## src/sv/assert_macros.svh

```systemverilog
// ----------------------------------------------------------------------------
// Assertion macros
// Shared concurrent assertion wrappers. Simulation builds see the checks;
// synthesis builds see empty bodies.
// ----------------------------------------------------------------------------
`ifndef ASSERT_MACROS_SVH
`define ASSERT_MACROS_SVH
`ifndef SYNTHESIS
`define ASSERT_RST(lbl, clk, rst, prop, msg) \
  lbl: assert property (@(posedge clk) disable iff (rst) prop) else $error(msg);
`define ASSERT_ALWAYS(lbl, clk, prop, msg) \
  lbl: assert property (@(posedge clk) prop) else $error(msg);
`else
`define ASSERT_RST(lbl, clk, rst, prop, msg)
`define ASSERT_ALWAYS(lbl, clk, prop, msg)
`endif
`endif

```

## src/sv/kuf_pkg.sv

```systemverilog
// ----------------------------------------------------------------------------
// kuf_pkg
// Shared constants and the sequencer state type of the union-find edge filter.
// ----------------------------------------------------------------------------
package kuf_pkg;

  localparam int MAX_NODES_DEF = 1024;
  localparam int NODE_W        = 10;
  localparam int WEIGHT_W      = 32;
  localparam int TOTAL_W       = 48;

  localparam logic [NODE_W-1:0] NODE_COUNT_RESET = 10'd1023;

  typedef enum logic [2:0] {
    ST_CLEAR,
    ST_IDLE,
    ST_CHECK,
    ST_WALK_A,
    ST_WALK_B,
    ST_LINK,
    ST_DONE
  } kuf_state_t;

endpackage

```

## src/sv/kuf_sat_add.sv

```systemverilog
// ----------------------------------------------------------------------------
// kuf_sat_add
// Saturating signed adder for the running tree weight.
// ----------------------------------------------------------------------------
module kuf_sat_add (
  input  logic signed [kuf_pkg::TOTAL_W-1:0]  total,
  input  logic signed [kuf_pkg::WEIGHT_W-1:0] weight,
  output logic signed [kuf_pkg::TOTAL_W-1:0]  sum,
  output logic                                clamped
);

  localparam int TW = kuf_pkg::TOTAL_W;

  logic signed [TW:0] wide;

  assign wide = {total[TW-1], total} + (TW+1)'(weight);

  // The sum overflowed when its two top bits disagree.
  always_comb begin
    clamped = (wide[TW] != wide[TW-1]);
    if (!clamped) begin
      sum = wide[TW-1:0];
    end else if (wide[TW]) begin
      sum = {1'b1, {(TW-1){1'b0}}};
    end else begin
      sum = {1'b0, {(TW-1){1'b1}}};
    end
  end

endmodule

```

## config.mk

```make
export PLATFORM = sky130hd
export DESIGN_NAME = kuf_sat_add
export DESIGN_NICKNAME = d
export VERILOG_FILES = /design/src/sv/assert_macros.svh /design/src/sv/kuf_pkg.sv /design/src/sv/kuf_sat_add.sv
export SDC_FILE = /design/constraint.sdc
export NUM_CORES = 1
export LEC_CHECK = 0
export BUFFER_PORTS_ARGS = -buffer_cell sky130_fd_sc_hd__buf_2
export CORE_MARGIN = 5
export CORE_UTILIZATION = 52
export DETAILED_ROUTE_END_ITERATION = 10
export GPL_TIMING_DRIVEN = 0
export PLACE_DENSITY = 0.85
export SLEW_MARGIN = 10
export SYNTH_ARGS = -nofsm -noshare
export SYNTH_HDL_FRONTEND = slang
export SYNTH_SLANG_ARGS = --single-unit
```

## constraint.sdc

```tcl
create_clock -name vclk -period 3.2
set_input_delay 0.16 -clock vclk [all_inputs]
set_output_delay 0.16 -clock vclk [all_outputs]
set_load 0.02 [all_outputs]
```

==> run metrics <==
fin util=about 75%; Final GP Congestion=0.934; Unique masters post-synth=between 50 and 60; final period utilization=102%; layout cells sized above 1=36.8%; Slew Viols, Final=0; Filler cells=about 480; fin crit period=roughly 3.3 ns; initial antenna violation count=0; number of routed nets with antenna violations=0; pre-CTS WS=-0.236 ns; synthesized area=0.00331 sq mm; hpwl dp=approximately 8600 um; CP Class=input port to primary output; 1st-iter DRT viols=approximately 240; # IOs=between 100 and 150; Max stage delay on crit path=~0.37 ns; synth top area cells=ha_1 (18%), a21oi_1 (10%), o21ai_2 (7.9%), xnor2_1 (6.6%), o21ai_0 (5.8%); Fmax=~0.31 GHz; biggest area consumer among synthesized cells=ha_1; Worst Setup Start Kind=input port; Cell Rows=29; Hold WS=roughly 0.78 ns; vias in the first global route=3956; Post-layout nets=about 750; drt total wl=roughly 12000 um; Cell Pwr Density=slightly below 400 mW/mm^2; via/cell ratio=between 6 and 7; GR Overflow Total=0; CORE AREA=approximately 0.0063 sq mm; setup_tns=-0.156 ns; PortBufs=between 100 and 150; post-route setup slack=-0.0500 ns; worst relative slew slack=68.5%; Critical Path Sink Type=primary output; post-synth top area share=between 15 and 20%; synthesized area per cell=about 6.9 sq um; Post-Syn Instances=481; wire length per cell=approximately 17 um; Final Hold Violating Endpoints=0; VDD IR max=about 0.32 mV; global-route wire length before repair=around 17000 um; die width=roughly 90 um; Hold Crit Class=input port to primary output; CP Buf/Inv Count=5; Worst EP required=3.04 ns; CP top delay family=compound AO/OA/AOI/OAI gates; Antenna diodes=0; Syn-to-layout area delta=41.9%; max_cap viols=0; synth warn=0; Starting Density=a little over half; status=complete, but fails checks; Worst Path Max Fanout=10; RSZ-0062 raised after global routing=yes; register area=0 sq um; Initial DRT Pass Iterations=5; Finished Cell Area=approximately 0.0047 sq mm; Die ar.=between 0.008 and 0.009 sq mm; Die Y-Extent=89.7 um; most frequent cells in the layout=buf_2 (82), a21oi_1 (60), nand2_1 (48), ha_1 (43), o21ai_2 (39); Total Routing Usage GR=a little under a quarter; clock buffers=0; register area share after synthesis=0%; crit-path cells=buf_2, ha_4, buf_6, nand2_4, o21bai_4, a211o_1, a2111oi_4, o21ai_2, a31oi_4, a31oi_4, xnor2_4, nor2_4, buf_12, buf_12, a31oi_2, buf_4; seq_cells=0; failing checks=setup timing; setup violators final=7; most common cell after layout, fill and taps aside=buf_2; placed inst area=0.00405 sq mm; Leak=2.13 nW; slowest library cell on the worst path=a2111oi_4; overall via count from detail_route=~4.3k; Slew @ Worst Pin=between 0.4 and 0.5 ns; dpl cells=between 600 and 700; non-filler cells, final=approximately 700; syn nets=between 600 and 700; DRC=0; worst endpoint data arrival time=3.09 ns; largest net degree at the start of global routing=18; total power=around 1.8 mW
==> area by class of cell <==
type                            instances  area (sq um)  share of cell area [%]
Buffer                                 17           178                    3.79
Inverter                               15          56.3                    1.20
Multi-Input combinational cell        444          3320                    70.9
Tap cell                               77          96.3                    2.05
Timing Repair Buffer                  146          1040                    22.1
==> cells in the mapped netlist, types with 11 or more instances <==
cell,n
xor2_1,21
nor2_1,31
a21oi_1,66
a21o_1,16
o21bai_1,11
nand2_1,50
xnor2_1,25
o21ai_2,30
ha_1,48
inv_1,15
o21ai_0,38
==> report_power, final <==
group / internal (mW) / switching, mW
logic: 0.814 / 1.01
registers: 0 / 0
clock network: 0 / 0
total: 0.814 / 1.01
==> timing repair <==
action / in CTS / in global routing
setup buffers: 5 / 11
endpoints found under the setup margin: 48 / 48
cloned: 0 / 1
hold buffers: 0 / 0
gates resized for setup: 16 / 123
pin swaps: 7 / 23
==> kinds of logic (layout without fill, tap and decap cells) <==
kind of cell | count (synthesis) | count (layout) | synth area share (%)
and+or+nand+nor | 131 | 131 | 18.3
AOI/OAI and AO/OA | 215 | 215 | 43.5
buffers and inverters | 37 | 178 | 5.83
adders and majority gates | 51 | 51 | 19.4
xor gates and xnor gates | 47 | 47 | 13.0
==> metal layers <==
layer	wire [um]	track usage, %	vias to the layer above
li1	-	-	2084
met1	4750	29.1	1978
met4	261	6.05	0
met3	863	3.42	30
met2	5730	42.7	206
met5	0	0	-
==> worst paths after layout <==
path,start,to,slack (ns),cells after the start
worst max-delay path,weight[13],sum[45],-0.05,16
worst min-delay path,weight[0],sum[0],0.78,5
No activity file was read; power rests on OpenSTA's default activity.
