**config.mk**
```make
export PLATFORM = sky130hd
export DESIGN_NAME = kuf_root_walk
export DESIGN_NICKNAME = d
export VERILOG_FILES = /design/src/sv/assert_macros.svh /design/src/sv/kuf_pkg.sv /design/src/sv/kuf_root_walk.sv
export SDC_FILE = /design/constraint.sdc
export NUM_CORES = 1
export LEC_CHECK = 0
export ABC_AREA = 1
export BUFFER_PORTS_ARGS = -buffer_cell sky130_fd_sc_hd__buf_4
export CORE_MARGIN = 5
export CORE_UTILIZATION = 38
export CTS_CLUSTER_SIZE = 10
export DETAILED_ROUTE_END_ITERATION = 16
export GPL_TIMING_DRIVEN = 0
export MAX_ROUTING_LAYER = met4
export PLACE_DENSITY_LB_ADDON = 0.1
export REMOVE_ABC_BUFFERS = 1
export SLEW_MARGIN = 20
export SYNTH_ARGS = -nofsm -noshare
export SYNTH_HDL_FRONTEND = slang
export SYNTH_SLANG_ARGS = --single-unit
```
**constraint.sdc**
```tcl
create_clock -name clk -period 3.52 [get_ports clk]
set_input_delay 0.176 -clock clk [delete_from_list [all_inputs] [get_ports clk]]
set_output_delay 0.176 -clock clk [all_outputs]
set_load 0.005 [all_outputs]
```
**src/sv/assert_macros.svh**
```systemverilog
// ----------------------------------------------------------------------------
// Assertion macros
// Shared concurrent assertion wrappers. Simulation builds see the checks;
// synthesis builds see empty bodies.
// ----------------------------------------------------------------------------
`ifndef ASSERT_MACROS_SVH
`define ASSERT_MACROS_SVH
`ifndef SYNTHESIS
`define ASSERT_RST(lbl, clk, rst, prop, msg) \
  lbl: assert property (@(posedge clk) disable iff (rst) prop) else $error(msg);
`define ASSERT_ALWAYS(lbl, clk, prop, msg) \
  lbl: assert property (@(posedge clk) prop) else $error(msg);
`else
`define ASSERT_RST(lbl, clk, rst, prop, msg)
`define ASSERT_ALWAYS(lbl, clk, prop, msg)
`endif
`endif

```
**src/sv/kuf_pkg.sv**
```systemverilog
// ----------------------------------------------------------------------------
// kuf_pkg
// Shared constants and the sequencer state type of the union-find edge filter.
// ----------------------------------------------------------------------------
package kuf_pkg;

  localparam int MAX_NODES_DEF = 1024;
  localparam int NODE_W        = 10;
  localparam int WEIGHT_W      = 32;
  localparam int TOTAL_W       = 48;

  localparam logic [NODE_W-1:0] NODE_COUNT_RESET = 10'd1023;

  typedef enum logic [2:0] {
    ST_CLEAR,
    ST_IDLE,
    ST_CHECK,
    ST_WALK_A,
    ST_WALK_B,
    ST_LINK,
    ST_DONE
  } kuf_state_t;

endpackage

```
**src/sv/kuf_root_walk.sv**
```systemverilog
// ----------------------------------------------------------------------------
// kuf_root_walk
// Root finder: follows one parent link per cycle until a node is its own
// parent or the step bound is reached.
// ----------------------------------------------------------------------------
module kuf_root_walk #(
  parameter int MAX_NODES = kuf_pkg::MAX_NODES_DEF,
  parameter int AW        = $clog2(kuf_pkg::MAX_NODES_DEF)
) (
  input  logic          clk,
  input  logic          rst,
  input  logic          start,
  input  logic [AW-1:0] start_node,
  input  logic [AW-1:0] rdata,
  output logic [AW-1:0] raddr,
  output logic          done,
  output logic [AW-1:0] root
);

  logic          active;
  logic [AW-1:0] cur;
  logic [AW-1:0] steps;
  logic          is_root;
  logic          at_bound;

  assign is_root  = (rdata == cur);
  assign at_bound = (steps == AW'(MAX_NODES - 1));
  assign done     = active && (is_root || at_bound);
  assign root     = is_root ? cur : rdata;

  // The next link to follow is the parent just read back, or the start node when a walk starts.
  always_comb begin
    if (start) begin
      raddr = start_node;
    end else begin
      raddr = rdata;
    end
  end

  always_ff @(posedge clk) begin
    if (rst) begin
      active <= 1'b0;
    end else if (start) begin
      active <= 1'b1;
    end else if (done) begin
      active <= 1'b0;
    end
  end

  always_ff @(posedge clk) begin
    if (start) begin
      cur   <= start_node;
      steps <= '0;
    end else if (active && !done) begin
      cur   <= rdata;
      steps <= steps + 1'b1;
    end
  end

endmodule

```
==> out/qor.yml <==
ys.flop_type: "dfxtp_1"
grt.total_usage_pct: 13.5
coreArea_mm2: 0.00310
synth_commonest_cells: "nand2_1 (62), inv_1 (15), nand4_1 (13)"
ys_ff_latch: 21
portBuffers: 43
drc_errors: 0
gp_congestion: 0.878
tns_ps: 0
cp_slowest_cell: "nand2_1"
powerDensity_mw_per_mm2: 308
p_leak_uw: 0.000715
drive_gt1_share_pct: 24.9
grt_pass1_vias: 1082
worst-path-buf-inv: 1
synth-edff-count: 10
die_w_um: 67.4
drtIter0Drc: 33
cp.required_ps: 3490
wl_per_cell_um: 11.5
viasPerCell: 4.84
numCtsBuffers: 3
dp_hpwl_um: 2160
std_cell_rows: 20
critPathTopFamily: "simple AND/OR/NAND/NOR gates"
slew_headroom_pct: 66.0
n_antenna_cell: 0
hold_viol: 0
yosysSeqAreaShare_pct: 41.6
cts_tree: "built"
vias: 1206
cts_setup_buffers: 0
skew_ps: 1.45
drt-total-wl_um: 2860
grt_start_max_net_pins: 26
antenna_found_initial: 0
cts.sinks: 21
hp-start: "start_node[9]"
dr.pass1.iters: 4
r2r-start: "steps[0]$_SDFFE_PP0P_"
hold-path-endpoint: "cur[9]$_DFFE_PP_"
outcome: "finished, final reports clean"
worstReg2RegEnd: "cur[2]$_DFFE_PP_"
initial_core_util_pct: 40.4
insertion_delay_ps: 300
startpoint_type: "flop"
syn-mean-instance-area_um2: 7.20
max_stage_delay_ps: 450
whs_path_depth: 3
worstMarginPinSlew_ps: 509
yosys_warnings: 0
die_h_um: 67.4
synth_top_area_share_pct: 24.0
hp-class: "in -> reg"
pin_count: 44
startpoint: "steps[0]$_SDFFE_PP0P_"
synthMostInstantiatedCell: "nand2_1"
cp_cell_sequence: "ha_1 > nand2_1 > inv_1 > nand2_2 > nor3_2 > nand2_1 > nand3_2 > nand2_1"
grt_pass1_wl_um: 4590
synth_area_mm2: 0.00125
worst-path-max-fanout: 12
area_growth_pct: 27.1
yosys.area.top_type: "edfxtp_1"
ys_async_sr_fraction_pct: 0
grt_overflow: 0
synth_cells: 174
htree_num_levels: 1
worstSetupEndpointType: "flop"
finish.utilization_pct: 51.3
synth_cell_type_count: 24
reg2reg_setup_slack_ps: 1260
cts.clk_slew.worst_paths_ps: 120
antenna_left: 0
clk_path_buf_depth: 2
path_class: "reg -> reg"
worstRegToRegCells: 8
finalCritPeriodShare_pct: 64.3
dieArea_mm2: 0.00454
synthTopCellsByArea: "edfxtp_1 (24%), nand2_1 (19%), dfxtp_1 (18%)"
fmax_mhz: 442
rsz0062_at_grt: "no"
finalSetupViolations: 0
arrival_ps: 2230
fin_nets: 230
crit_top_cell: "nand2_1"
maxSlewViolCount: 0
cts-root-buf: "clkbuf_4"
max_cap_violations: 0
ir_worst_vdd_mv: 0.205
layout_min_cycle_time_ps: 2260
[where the power goes]
part | switching (uW) | internal, uW | leakage [uW]
clock network | 73.4 | 44.1 | 0.0000150
registers | 9.53 | 271 | 0.000191
logic | 42.7 | 49.9 | 0.000509
total | 126 | 365 | 0.000715
[layout by cell type (no fill, tap or decap), drive strengths merged]
master / Yosys / layout
a21boi: 1 / 1
a21oi: 11 / 11
buf: 5 / 43
clkbuf: 12 / 4
dfxtp: 11 / 11
dlygate4sd3: 0 / 1
edfxtp: 10 / 10
ha: 1 / 1
inv: 16 / 16
nand2: 63 / 63
nand3: 4 / 4
nand3b: 1 / 1
nand4: 13 / 13
nor2: 8 / 8
nor3: 2 / 2
o21ai: 5 / 5
xnor2: 4 / 4
xor2: 7 / 7
[worst min-delay path: stages]
cell and delay, ps:
buf_4 70, nand2_1 40, nand2_1 70
[state kept, by name, summed over array words and instances (netlist names)]
name	cells
cur	10
active	1
steps	10
[stage by stage]
stage	cells	setup WS, ps	total power [uW]	hold WS, ps	area (um^2)
6_report	249	1260	491	166	1590
5_1_grt	249	1030	525	157	1590
4_1_cts	248	1210	499	1.69	1580
3_5_place_dp	244	1240	380	338	1560
3_3_place_gp	244	1220	378	332	1560
2_1_floorplan	157	1650	321	245	1180
[area by class of cell]
class | count | area, um^2
fillers | 333 | 1510
multi-input cells | 120 | 597
clock buffers | 4 | 26.3
inverters | 16 | 60.1
repair buffers | 44 | 333
flip-flops and latches | 21 | 520
well taps | 44 | 55.1
[cell families (layout without fill, tap and decap cells)]
| group | Yosys count | in the layout | share of synthesized area (%) |
|---|---|---|---|
| AO/OA/AOI/OAI | 17 | 17 | 6.99 |
| adder cells (fa/ha/maj) | 1 | 1 | 0.999 |
| buffers and inverters | 33 | 64 | 10.8 |
| XOR/XNOR | 11 | 11 | 7.69 |
| AND/OR/NAND/NOR | 91 | 91 | 32.0 |
| flip-flops | 21 | 21 | 41.6 |
[worst max path at each step]
stage / end / depth (start not counted)
after floorplan: cur[0]$_DFFE_PP_ / 8
after global placement: cur[7]$_DFFE_PP_ / 8
after detailed placement: cur[2]$_DFFE_PP_ / 8
after CTS: cur[5]$_DFFE_PP_ / 8
after global routing: cur[4]$_DFFE_PP_ / 8
final: cur[2]$_DFFE_PP_ / 8
[metal layers]
metal,wire length [um],vias to the layer above,GRT usage (%)
met5,0,-,-
li1,-,624,-
met3,155,2,2.83
met2,1380,27,21.7
met1,1310,553,16.5
met4,15,0,5.06
[repair_timing]
action | 4_1_cts | 5_1_grt
hold buffers | 0 | 1
hold endpoints to repair | 0 | 1
endpoints found under the setup margin | 0 | 0
resized for setup | 0 | 0
(Power assumes the default switching activity.)
